<file path="src/hdl/hse_pkg.sv">
// Shared types, sizes and the key comparison of the heap sort engine.
// Used by the controller, the datapath and the top level; depends on nothing.
package hse_pkg;

  localparam int MAX_KEYS  = 64;
  localparam int KEY_WIDTH = 32;
  localparam int ADDR_W    = $clog2(MAX_KEYS);
  localparam int CNT_W     = $clog2(MAX_KEYS + 1);
  localparam int CHILD_W   = ADDR_W + 2;

  typedef logic [KEY_WIDTH-1:0] key_t;
  typedef logic [ADDR_W-1:0]    addr_t;
  typedef logic [CNT_W-1:0]     cnt_t;
  typedef logic [CHILD_W-1:0]   child_t;

  localparam key_t KEY_SIGN = key_t'(1'b1) << (KEY_WIDTH - 1);

  typedef enum logic [2:0] {
    IDX_HOLD,
    IDX_HALF,
    IDX_DEC,
    IDX_COUNT,
    IDX_ZERO,
    IDX_INC
  } idx_op_e;

  typedef enum logic [1:0] {
    RD_ZERO,
    RD_IDX,
    RD_CHILD,
    RD_CHILD1
  } rd_sel_e;

  typedef enum logic [1:0] {
    WR_NONE,
    WR_V_NODE,
    WR_BIG_NODE,
    WR_A_IDX
  } wr_sel_e;

  typedef enum logic [1:0] {
    NODE_HOLD,
    NODE_IDX,
    NODE_ZERO,
    NODE_BIG
  } node_op_e;

  typedef enum logic [1:0] {
    SIZE_HOLD,
    SIZE_COUNT,
    SIZE_IDX
  } size_op_e;

  typedef struct packed {
    logic     store_key;
    logic     clear_set;
    idx_op_e  idx_op;
    rd_sel_e  rd_sel;
    wr_sel_e  wr_sel;
    node_op_e node_op;
    size_op_e size_op;
    logic     v_load;
    logic     a_load;
    logic     pick_right;
    logic     load_out;
  } cmd_t;

  typedef struct packed {
    logic idx_zero;
    logic idx_le1;
    logic child_in;
    logic right_in;
    logic descend;
    logic out_fire;
    logic out_last;
  } status_t;

  // Strictly greater; signed mode flips the sign bits and compares unsigned.
  function automatic logic key_gt(key_t a, key_t b, logic signed_mode);
    key_t sa;
    key_t sb;
    sa = signed_mode ? (a ^ KEY_SIGN) : a;
    sb = signed_mode ? (b ^ KEY_SIGN) : b;
    return sa > sb;
  endfunction

endpackage

</file>
<file path="src/hdl/hse_ram.sv">
// Generic simple dual-port RAM: one write port, one read port, registered read.
// Stands alone; no package needed.
module hse_ram #(
  parameter  int WIDTH = 32,
  parameter  int DEPTH = 64,
  localparam int AW    = $clog2(DEPTH)
) (
  input  logic             clk_i,
  input  logic             we_i,
  input  logic [AW-1:0]    waddr_i,
  input  logic [WIDTH-1:0] wdata_i,
  input  logic [AW-1:0]    raddr_i,
  output logic [WIDTH-1:0] rdata_o
);

  logic [WIDTH-1:0] mem_q [DEPTH];
  logic [WIDTH-1:0] rdata_q;

  always_ff @(posedge clk_i) begin
    if (we_i) begin
      mem_q[waddr_i] <= wdata_i;
    end
    rdata_q <= mem_q[raddr_i];
  end

  assign rdata_o = rdata_q;

endmodule

</file>
<file path="src/hdl/hse_ctrl.sv">
// Sequencer of the heap sort engine: load, heap build, extraction, emission.
// Depends on hse_pkg for the command and status structs.
module hse_ctrl
  import hse_pkg::*;
(
  input  logic    clk_i,
  input  logic    rst_ni,
  input  logic    in_valid_i,
  input  logic    last_in_i,
  output logic    in_ready_o,
  output cmd_t    cmd_o,
  input  status_t status_i
);

  typedef enum logic [3:0] {
    S_LOAD,
    S_BUILD_NEXT,
    S_BUILD_RD,
    S_BUILD_LD,
    S_SORT_NEXT,
    S_SORT_RT,
    S_SORT_SW,
    S_SIFT,
    S_SIFT_L,
    S_SIFT_R,
    S_EMIT_RD,
    S_EMIT_LD,
    S_EMIT_WAIT
  } state_e;

  state_e state_q, state_d;
  logic   build_q, build_d;
  state_e sift_ret;

  assign in_ready_o = (state_q == S_LOAD);
  assign sift_ret   = build_q ? S_BUILD_NEXT : S_SORT_NEXT;

  always_comb begin
    state_d = state_q;
    build_d = build_q;
    cmd_o   = '0;
    case (state_q)
      S_LOAD: begin
        if (in_valid_i) begin
          cmd_o.store_key = 1'b1;
          if (last_in_i) begin
            cmd_o.idx_op = IDX_HALF;
            build_d      = 1'b1;
            state_d      = S_BUILD_NEXT;
          end
        end
      end
      S_BUILD_NEXT: begin
        if (status_i.idx_zero) begin
          cmd_o.idx_op = IDX_COUNT;
          build_d      = 1'b0;
          state_d      = S_SORT_NEXT;
        end else begin
          cmd_o.idx_op = IDX_DEC;
          state_d      = S_BUILD_RD;
        end
      end
      S_BUILD_RD: begin
        cmd_o.rd_sel  = RD_IDX;
        cmd_o.node_op = NODE_IDX;
        cmd_o.size_op = SIZE_COUNT;
        state_d       = S_BUILD_LD;
      end
      S_BUILD_LD: begin
        cmd_o.v_load = 1'b1;
        state_d      = S_SIFT;
      end
      S_SORT_NEXT: begin
        if (status_i.idx_le1) begin
          cmd_o.idx_op = IDX_ZERO;
          state_d      = S_EMIT_RD;
        end else begin
          cmd_o.idx_op = IDX_DEC;
          cmd_o.rd_sel = RD_ZERO;
          state_d      = S_SORT_RT;
        end
      end
      S_SORT_RT: begin
        cmd_o.a_load = 1'b1;
        cmd_o.rd_sel = RD_IDX;
        state_d      = S_SORT_SW;
      end
      S_SORT_SW: begin
        cmd_o.v_load  = 1'b1;
        cmd_o.wr_sel  = WR_A_IDX;
        cmd_o.node_op = NODE_ZERO;
        cmd_o.size_op = SIZE_IDX;
        state_d       = S_SIFT;
      end
      S_SIFT: begin
        if (status_i.child_in) begin
          cmd_o.rd_sel = RD_CHILD;
          state_d      = S_SIFT_L;
        end else begin
          cmd_o.wr_sel = WR_V_NODE;
          state_d      = sift_ret;
        end
      end
      S_SIFT_L: begin
        if (status_i.right_in) begin
          cmd_o.a_load = 1'b1;
          cmd_o.rd_sel = RD_CHILD1;
          state_d      = S_SIFT_R;
        end else if (status_i.descend) begin
          cmd_o.wr_sel  = WR_BIG_NODE;
          cmd_o.node_op = NODE_BIG;
          state_d       = S_SIFT;
        end else begin
          cmd_o.wr_sel = WR_V_NODE;
          state_d      = sift_ret;
        end
      end
      S_SIFT_R: begin
        cmd_o.pick_right = 1'b1;
        if (status_i.descend) begin
          cmd_o.wr_sel  = WR_BIG_NODE;
          cmd_o.node_op = NODE_BIG;
          state_d       = S_SIFT;
        end else begin
          cmd_o.wr_sel = WR_V_NODE;
          state_d      = sift_ret;
        end
      end
      S_EMIT_RD: begin
        cmd_o.rd_sel = RD_IDX;
        state_d      = S_EMIT_LD;
      end
      S_EMIT_LD: begin
        cmd_o.load_out = 1'b1;
        state_d        = S_EMIT_WAIT;
      end
      S_EMIT_WAIT: begin
        if (status_i.out_fire) begin
          if (status_i.out_last) begin
            cmd_o.clear_set = 1'b1;
            state_d         = S_LOAD;
          end else begin
            cmd_o.idx_op = IDX_INC;
            state_d      = S_EMIT_RD;
          end
        end
      end
      default: begin
        state_d = S_LOAD;
      end
    endcase
  end

  always_ff @(posedge clk_i or negedge rst_ni) begin
    if (!rst_ni) begin
      state_q <= S_LOAD;
      build_q <= 1'b0;
    end else begin
      state_q <= state_d;
      build_q <= build_d;
    end
  end

endmodule

</file>
<file path="src/hdl/hse_dpath.sv">
// Datapath of the heap sort engine: key store, counters, sift compare, output register.
// Depends on hse_pkg and instantiates hse_ram.
module hse_dpath
  import hse_pkg::*;
(
  input  logic        clk_i,
  input  logic        rst_ni,
  input  cmd_t        cmd_i,
  output status_t     status_o,
  input  logic [31:0] key_value_i,
  input  logic        cfg_valid_i,
  input  logic        cfg_data_i,
  input  logic        out_ready_i,
  output logic        out_valid_o,
  output logic [31:0] sorted_key_o,
  output logic        last_out_o,
  output logic        dropped_o
);

  cnt_t  count_q, count_d;
  logic  ovf_q, ovf_d;
  logic  signed_q;
  cnt_t  idx_q, idx_d;
  addr_t node_q, node_d;
  cnt_t  size_q, size_d;
  key_t  v_q, a_q;
  key_t  out_key_q;
  logic  out_last_q, out_drop_q, out_valid_q;

  logic   full;
  child_t child, child1;
  logic   right_gt;
  key_t   big;
  addr_t  big_idx;
  logic   out_fire;

  logic  ram_we;
  addr_t ram_waddr, ram_raddr;
  key_t  ram_wdata, ram_rdata;

  hse_ram #(
    .WIDTH(KEY_WIDTH),
    .DEPTH(MAX_KEYS)
  ) u_heap_ram (
    .clk_i  (clk_i),
    .we_i   (ram_we),
    .waddr_i(ram_waddr),
    .wdata_i(ram_wdata),
    .raddr_i(ram_raddr),
    .rdata_o(ram_rdata)
  );

  assign full   = (count_q == cnt_t'(MAX_KEYS));
  assign child  = child_t'({node_q, 1'b1});
  assign child1 = child + child_t'(1);

  // Larger child; on a tie the left one wins.
  always_comb begin
    right_gt = key_gt(ram_rdata, a_q, signed_q);
    if (cmd_i.pick_right && right_gt) begin
      big     = ram_rdata;
      big_idx = child1[ADDR_W-1:0];
    end else if (cmd_i.pick_right) begin
      big     = a_q;
      big_idx = child[ADDR_W-1:0];
    end else begin
      big     = ram_rdata;
      big_idx = child[ADDR_W-1:0];
    end
  end

  assign out_fire = out_valid_q && out_ready_i;

  always_comb begin
    status_o.idx_zero = (idx_q == '0);
    status_o.idx_le1  = (idx_q <= cnt_t'(1));
    status_o.child_in = (child < child_t'(size_q));
    status_o.right_in = (child1 < child_t'(size_q));
    status_o.descend  = key_gt(big, v_q, signed_q);
    status_o.out_fire = out_fire;
    status_o.out_last = out_last_q;
  end

  always_comb begin
    ram_we    = 1'b0;
    ram_waddr = node_q;
    ram_wdata = v_q;
    case (cmd_i.wr_sel)
      WR_V_NODE: begin
        ram_we = 1'b1;
      end
      WR_BIG_NODE: begin
        ram_we    = 1'b1;
        ram_wdata = big;
      end
      WR_A_IDX: begin
        ram_we    = 1'b1;
        ram_waddr = idx_q[ADDR_W-1:0];
        ram_wdata = a_q;
      end
      default: begin
        ram_we    = cmd_i.store_key && !full;
        ram_waddr = count_q[ADDR_W-1:0];
        ram_wdata = key_t'(key_value_i);
      end
    endcase
  end

  always_comb begin
    case (cmd_i.rd_sel)
      RD_IDX:    ram_raddr = idx_q[ADDR_W-1:0];
      RD_CHILD:  ram_raddr = child[ADDR_W-1:0];
      RD_CHILD1: ram_raddr = child1[ADDR_W-1:0];
      default:   ram_raddr = '0;
    endcase
  end

  always_comb begin
    count_d = count_q;
    ovf_d   = ovf_q;
    if (cmd_i.clear_set) begin
      count_d = '0;
      ovf_d   = 1'b0;
    end else if (cmd_i.store_key) begin
      if (full) begin
        ovf_d = 1'b1;
      end else begin
        count_d = count_q + cnt_t'(1);
      end
    end
  end

  always_comb begin
    case (cmd_i.idx_op)
      IDX_HALF:  idx_d = count_d >> 1;
      IDX_DEC:   idx_d = idx_q - cnt_t'(1);
      IDX_COUNT: idx_d = count_q;
      IDX_ZERO:  idx_d = '0;
      IDX_INC:   idx_d = idx_q + cnt_t'(1);
      default:   idx_d = idx_q;
    endcase
  end

  always_comb begin
    case (cmd_i.node_op)
      NODE_IDX:  node_d = idx_q[ADDR_W-1:0];
      NODE_ZERO: node_d = '0;
      NODE_BIG:  node_d = big_idx;
      default:   node_d = node_q;
    endcase
  end

  always_comb begin
    case (cmd_i.size_op)
      SIZE_COUNT: size_d = count_q;
      SIZE_IDX:   size_d = idx_q;
      default:    size_d = size_q;
    endcase
  end

  always_ff @(posedge clk_i or negedge rst_ni) begin
    if (!rst_ni) begin
      count_q     <= '0;
      ovf_q       <= 1'b0;
      signed_q    <= 1'b0;
      idx_q       <= '0;
      node_q      <= '0;
      size_q      <= '0;
      out_valid_q <= 1'b0;
    end else begin
      count_q <= count_d;
      ovf_q   <= ovf_d;
      idx_q   <= idx_d;
      node_q  <= node_d;
      size_q  <= size_d;
      if (cfg_valid_i) begin
        signed_q <= cfg_data_i;
      end
      if (cmd_i.load_out) begin
        out_valid_q <= 1'b1;
      end else if (out_fire) begin
        out_valid_q <= 1'b0;
      end
    end
  end

  always_ff @(posedge clk_i) begin
    if (cmd_i.v_load) begin
      v_q <= ram_rdata;
    end
    if (cmd_i.a_load) begin
      a_q <= ram_rdata;
    end
    if (cmd_i.load_out) begin
      out_key_q  <= ram_rdata;
      out_last_q <= (idx_q == count_q - cnt_t'(1));
      out_drop_q <= ovf_q;
    end
  end

  assign out_valid_o  = out_valid_q;
  assign sorted_key_o = 32'(out_key_q);
  assign last_out_o   = out_last_q;
  assign dropped_o    = out_drop_q;

endmodule

</file>
<file path="src/hdl/heap_sort_engine_unit.sv">
// Top level of the heap sort engine: joins the sequencer and the datapath.
// Depends on hse_pkg, hse_ctrl, hse_dpath (and through it hse_ram).
//
// Channel   Direction  Handshake               Payload
// -------   ---------  ---------               -------
// in        sink       in_valid_i/in_ready_o   key_value_i[31:0], last_in_i
// out       source     out_valid_o/out_ready_i sorted_key_o[31:0], last_out_o, dropped_o
// cfg       sink       cfg_valid_i/cfg_ready_o cfg_data_i (signed_keys)
//
// While a set loads, keys are accepted back to back. The transaction marked
// last starts the sort on the single-write, single-read heap RAM: the heap is
// built node by node, each extraction swaps the root out and sifts down, and each
// sorted key is then read out in turn, held while the output stalls.
// Reset clears counters, the overflow flag, the signed mode and the output valid;
// heap contents are not cleared and only entries written in the current set are read.
// Input is held off (in_ready_o low) from the last transaction of a set until its
// final result has been taken; configuration writes are accepted in any cycle.
module heap_sort_engine_unit
  import hse_pkg::*;
(
  input  logic        clk_i,
  input  logic        rst_ni,
  input  logic        in_valid_i,
  output logic        in_ready_o,
  input  logic [31:0] key_value_i,
  input  logic        last_in_i,
  output logic        out_valid_o,
  input  logic        out_ready_i,
  output logic [31:0] sorted_key_o,
  output logic        last_out_o,
  output logic        dropped_o,
  input  logic        cfg_valid_i,
  output logic        cfg_ready_o,
  input  logic        cfg_data_i
);

  cmd_t    cmd;
  status_t status;

  // The mode register is a plain flop, so a write never has to wait.
  assign cfg_ready_o = 1'b1;

  hse_ctrl u_ctrl (
    .clk_i     (clk_i),
    .rst_ni    (rst_ni),
    .in_valid_i(in_valid_i),
    .last_in_i (last_in_i),
    .in_ready_o(in_ready_o),
    .cmd_o     (cmd),
    .status_i  (status)
  );

  hse_dpath u_dpath (
    .clk_i       (clk_i),
    .rst_ni      (rst_ni),
    .cmd_i       (cmd),
    .status_o    (status),
    .key_value_i (key_value_i),
    .cfg_valid_i (cfg_valid_i),
    .cfg_data_i  (cfg_data_i),
    .out_ready_i (out_ready_i),
    .out_valid_o (out_valid_o),
    .sorted_key_o(sorted_key_o),
    .last_out_o  (last_out_o),
    .dropped_o   (dropped_o)
  );

`ifndef SYNTHESIS
  // Loading and emitting never overlap.
  a_no_overlap: assert property (@(posedge clk_i) disable iff (!rst_ni)
    !(in_ready_o && out_valid_o))
    else $error("input ready while a result is pending");

  // A last transaction closes the set and stops intake.
  a_last_closes: assert property (@(posedge clk_i) disable iff (!rst_ni)
    (in_valid_i && in_ready_o && last_in_i) |=> !in_ready_o)
    else $error("input still ready after last key");

  // The final result hands the engine back to loading.
  a_last_reopens: assert property (@(posedge clk_i) disable iff (!rst_ni)
    (out_valid_o && out_ready_i && last_out_o) |=> in_ready_o)
    else $error("engine not ready after final result");

  // Mid-set results keep intake closed.
  a_mid_closed: assert property (@(posedge clk_i) disable iff (!rst_ni)
    (out_valid_o && out_ready_i && !last_out_o) |=> !in_ready_o)
    else $error("input reopened before final result");
`endif

endmodule

</file>
<file path="config.mk">
export PLATFORM = sky130hd
export DESIGN_NAME = heap_sort_engine_unit
export DESIGN_NICKNAME = d
export VERILOG_FILES = /design/src/hdl/hse_pkg.sv /design/src/hdl/hse_ram.sv /design/src/hdl/hse_ctrl.sv /design/src/hdl/hse_dpath.sv /design/src/hdl/heap_sort_engine_unit.sv
export SDC_FILE = /design/constraint.sdc
export NUM_CORES = 2
export LEC_CHECK = 0
export ABC_AREA = 1
export ABC_CLOCK_PERIOD_IN_PS = 7780
export BUFFER_PORTS_ARGS = -buffer_cell sky130_fd_sc_hd__buf_2
export CORE_MARGIN = 3
export CORE_UTILIZATION = 45
export DETAILED_ROUTE_END_ITERATION = 16
export SYNTH_ARGS = -nofsm -noshare
export SYNTH_HDL_FRONTEND = slang
export SYNTH_HIERARCHICAL = 1
export SYNTH_SLANG_ARGS = --single-unit
</file>
<file path="constraint.sdc">
create_clock -name clk_i -period 7.78 [get_ports clk_i]
set_clock_uncertainty 0.05 [all_clocks]
set_input_delay 1.167 -clock clk_i [delete_from_list [all_inputs] [get_ports clk_i]]
set_output_delay 1.167 -clock clk_i [all_outputs]
set_load 0.05 [all_outputs]
</file>
; Word-level counts from Yosys, hierarchy flattened
; Memory sizes are Yosys's and may differ from the RTL's. A register that Yosys moved wholly into a read port is not among the register bits.
; Cells that the tools add are included.
[op_classes]
n_lt_le_gt_ge = 5
addsub = 5
n_mux = 65
bitwise = 4
eq_ne = 35
reduce_logical = 21
[op_table]
columns = op, count
row1 = $mux 32, 6
row2 = $pmux 32 s3, 1
row3 = $gt 32x32->1, 2
row4 = $pmux 4 s12, 1
row5 = $mux 4, 10
row6 = $pmux 6 s3, 2
row7 = $pmux 7 s5, 1
row8 = $mux 1, 22
row9 = $mux 7, 3
row10 = $eq 4x4->1 const B, 5
row11 = $eq 4x3->1 const B, 4
row12 = $pmux 2 s4, 2
row13 = $mux 3, 5
row14 = $add 7x1->7 const B, 2
row15 = $eq 2x2->1 const B, 7
row16 = $pmux 7 s2, 1
row17 = $sub 7x1->7 const B, 2
row18 = $pmux 3 s4, 1
row19 = $pmux 6 s2, 1
row20 = $reduce_bool 2->1, 5
row21 = $add 7x1->8 const B, 1
row22 = $eq 2x1->1 const B, 4
row23 = $eq 4x2->1 const B, 2
row24 = $lt 8x7->1, 1
row25 = 27 further kinds, 44
[word_totals]
reg_bits = 133
mem_count = 1
ram_bits = 2048
word_cells = 151
out_inout_bits = 37
[mem_list]
columns = name, words, word_bits, read_ports, rd_ports_with_merged_regs, write_ports, line_no
row1 = u_dpath.u_heap_ram.mem_q, 64, 32, 1, 1, 1, hse_ram.sv:16  ; logic [WIDTH-1:0] mem_q [DEPTH];

; Depth between registers and ports, before layout
[depth]
depth_word = 16
ltp_mapped = 41
depth_no_buf = 39

; Cells and area by module
; The synthesis kept the hierarchy.
[by_module_without_submodules]
columns = module, n_inst, seq_area_each_um2, area_each_um2, cells_per_inst
row1 = hse_ram, 1, 62139.6, 82738.1, 6769
row2 = hse_dpath, 1, 3693.5, 9334.0, 1095
row3 = hse_ctrl, 1, 125.1, 601.8, 109
row4 = heap_sort_engine_unit, 1, 0.0, 11.3, 2

; Least setup slack after synthesis
; OpenSTA, ideal clock, no wires.
[synth_timing]
path_kind = reg2reg
startpoint = register u_dpath.signed_q
endpoint = memory u_dpath.u_heap_ram.mem_q[48][0] (enable)
stages_incl_launch_ff = 33
setup_slack_ns = -0.647
path_buffers = 4
t_arrival_ns = 7.874
required_time_ns = 7.227
path_cell_list = dfrtp_1 > xor2_1 > ha_1 > nand2_1 > nor2_2 > nand2_1 > nor2_2 > nand2_1 > nand2_2 > buf_6 > buf_8 > nand4_1 > and2_1 > ha_1 > nand2_1 > inv_1 > nand3_1 > nor4_1 > nand2_1 > nor4b_1 > a21oi_1 > inv_1 > nor2_2 > inv_1 > nand2_1 > inv_1 > ha_1 > clkbuf_1 > clkinv_1 > clkbuf_1 > o21ai_0 > nand4_1 > nor4_1
[synth_rtl]
columns = element, line_no
row1 = "start, declared", hse_dpath.sv:22  ; logic signed_q;
row2 = "start signal, assigned", hse_dpath.sv:177  ; signed_q <= cfg_data_i;
row3 = "end, declared", hse_ram.sv:16

==> flow_summary.ini <==
[run_status]
outcome = finished clean

[power_and_ir_drop]
power.switching_w = 0.004903
clock_power_share = 0.430
power.density_nw_per_um2 = 226.0
p_int_w = 0.01871
p_leak_nw = 36.93
switching_share = 0.2076
combPwrFrac = 0.017
ir_drop_v = 0.0002325
seqPwrFrac = 0.553

[drt]
first_pass_iters = 6
drc = 0
dr.first_iter.drc_count = 8496
vias_per_cell = 5.845
drtAntennaViolNets = 0
avgRoutedWirePerCell_um = 26.24
vias = 63519
route.final.wire_length_um = 285100

[timing]
slew_headroom = 0.2814
fin_crit_sh = 0.9363
finalHoldViolations = 0
layout_setup_ws_ns = 0.4954
period_minus_slack_ns = 7.285
slew_violations = 0
worstMarginPinSlew_ns = 1.078
tns_ns = 0
setup_viol = 0
fmaxAchievable_mhz = 137.3
rsz0062_at_grt = no
hold_ws_ns = 0.3935

[synth]
synthTopCellsByArea = edfxtp_1 70%, nand3_1 11%, nand2_1 9.8%, buf_2 1.6%, ha_1 1.2%
yosysTopAreaCell = edfxtp_1
ys_seq_elements = 2213
synth_top_area_frac = 0.6953
synth_edf_count = 2146
avgSynthCellArea_um2 = 11.62
yosysSeqAreaShare = 0.7116
syn_inst = 7975
netlist_area_um2 = 92690
synthesis.nets = 8102
netlist-cell-type-count = 51
synth_flop_cell = edfxtp_1
async_reset_ff_frac = 0.01582
ys_warn_count = 6

[worst_setup_path]
path_common_cell = nand2_1
worstSetupEndpoint = u_dpath/u_heap_ram/mem_q[44][8]
critPathCaptureType = flop
rrSetupSlack_ns = 0.50
r2r-end = u_dpath/u_heap_ram/mem_q[44][8]
critPathArrivalTime_ns = 7.72
crit_start = u_dpath/a_q[7]
cp.required_ns = 8.21
reg2reg_from = u_dpath/a_q[7]
critPathMaxStageDelay_ns = 0.50
cpLargestDelayFamily = simple AND/OR/NAND/NOR gates
r2r_cells = 35
crit_slowest_cell = o21ai_1
cp.buffers_inverters = 9
worstPathMaxFanout = 32
critical_path_class = reg2reg
crit_path_start_kind = flop
path_depth = 35

[floorplanning]
die_w_um = 459.8
io_pins = 76
start_util = 0.4553
die_h_um = 459.8
core_um2 = 203600
std_cell_rows = 165
dieArea_um2 = 211400

[grt]
antenna_found_initial = 14
grt_max_degree = 195
grt_usage = 0.2655
grt_pass1_vias = 59337
overflow = 0
grt_pass1_wl_um = 413900

[clock_network]
cts_buffers = 221
cts_sinks = 2213
clk_pin_slew_worst_paths_ns = 0.07
root_buffer = clkbuf_16
clkLatencyLatePin_ns = 0.88
htree_levels = 4
tritoncts = built
cts.path.max_buffers = 3

[place]
pre_cts_ws_ns = 0.06759
place.gp.congestion = 0.9520
io_buffer_count = 74
place_inst = 10459
dp_hpwl_um = 171100

[finish]
final_common_cell = nand2_1
area_delta_synth_final_pct = 12.72
layout-drive-gt1-share = 0.09347
nFillCells = 17608
antenna_cells = 0
fin_cells = 10867
finalNetCount = 8141
mostFrequentLayoutCells = 2430 x nand2_1, 2146 x edfxtp_1, 1981 x nand3_1

[flow_run]
max_cap_violations = 0

[hold_path]
hold_path_class = in2async
==> worst min path at each step <==
stage,start,endpoint,cells after the start
5_1_grt,rst_ni,u_dpath/size_q[1],1
6_report,rst_ni,u_dpath/size_q[1],1
3_3_place_gp,u_dpath/ovf_q,u_dpath/dropped_o,0
3_5_place_dp,u_dpath/ovf_q,u_dpath/dropped_o,0
2_1_floorplan,u_dpath/ovf_q,u_dpath/dropped_o,0
4_1_cts,rst_ni,u_dpath/size_q[1],1
==> sequential cells by signal, summed over array words and instances, names as in the netlist <==
name	flops
u_ctrl/build_q	1
u_ctrl/state_q	4
u_dpath/a_q	32
u_dpath/count_q	7
u_dpath/dropped_o	1
u_dpath/idx_q	7
u_dpath/last_out_o	1
u_dpath/node_q	6
u_dpath/out_valid_o	1
u_dpath/ovf_q	1
u_dpath/signed_q	1
u_dpath/size_q	7
u_dpath/sorted_key_o	32
u_dpath/u_heap_ram/mem_q	2048
u_dpath/u_heap_ram/rdata_o	32
u_dpath/v_q	32
==> logic make-up after synthesis <==
group           after synthesis  share of synthesized area
compound gates              235                    0.01619
xor+xnor                     17                   0.001606
fa+ha+maj                    88                    0.01188
buf+inv                     711                    0.03608
flops                      2213                     0.7116
mux                           1                  0.0001080
other cells                   1                 0.00004046
simple gates               4709                     0.2225
==> layout make-up <==
cell class	count	area (µm²)	area share
clock buffer	292	5848	0.05597
clock inverter	112	943.4	0.009030
inverter	210	824.5	0.007892
multi-input combinational	5052	24250	0.2321
sequential	2213	65960	0.6313
tap	2672	3343	0.03200
timing repair buffer	316	3313	0.03171
==> worst register-to-register path: cells and delay by family (launching register included) <==
kind	cells	cell delay, ns
buf+inv	9	1.71
xor+xnor	1	0.15
flops	1	0.35
fa+ha+maj	3	0.79
compound gates	2	0.68
simple gates	20	3.14
==> through the flow <==
stage | cell area (µm²) | total power (W) | util
after floorplan | 92690 | 0.01345 | -
after global placement | 97650 | 0.01369 | 0.4797
after detailed placement | 97650 | 0.01370 | 0.4797
after CTS | 104400 | 0.02373 | 0.5131
after global routing | 104500 | 0.02421 | 0.5133
final | 104500 | 0.02361 | 0.5133
==> synthesized netlist by cell type, types with 2 or more instances <==
cell,count
nand3_2,10
o21ai_0,77
clkbuf_4,2
and2_1,30
nor3_1,12
buf_6,8
buf_1,40
a21o_1,2
nand3_1,1981
nand2_1,2430
dfxtp_1,32
nand3b_1,2
buf_8,5
nor2_2,7
o2111ai_1,3
a21boi_0,2
o21bai_1,3
nor4_1,9
nor2_1,139
buf_4,50
inv_1,199
a21oi_2,23
a211oi_1,2
buf_2,289
inv_2,5
clkbuf_1,107
a221oi_1,35
o211ai_1,8
nand4_1,53
xnor2_1,7
xor2_1,10
or2_2,2
edfxtp_1,2146
a21oi_1,59
o21a_1,4
nand2_2,26
o22ai_1,7
nor4_2,2
nor2_4,3
clkinv_1,5
o221ai_1,8
ha_1,88
dfrtp_1,35
==> power groups by stage <==
| stage | clock network [W] | registers (W) | logic [W] |
|---|---|---|---|
| after floorplan | 0 | 0.0133 | 0.000128 |
| after CTS | 0.0103 | 0.0131 | 0.000390 |
| after global routing | 0.0108 | 0.0131 | 0.000406 |
| after global placement | 0 | 0.0133 | 0.000383 |
| final | 0.0102 | 0.0131 | 0.000393 |
| after detailed placement | 0 | 0.0133 | 0.000389 |
==> metal layers <==
| metal | part of all wire | track usage | up-vias |
|---|---|---|---|
| li1 | - | - | 28346 |
| met1 | 0.41 | 0.3797 | 31527 |
| met2 | 0.45 | 0.4033 | 3177 |
| met3 | 0.099 | 0.05256 | 463 |
| met4 | 0.039 | 0.09856 | 6 |
| met5 | 0.00013 | 0 | - |
==> what timing repair did <==
action / CTS / global route
hold buffers: 0 / 0
gates resized for setup: 0 / 5
setup buffers: 0 / 3
setup endpoints to repair: 0 / 1345
No activity file was read; power rests on OpenSTA's default activity.
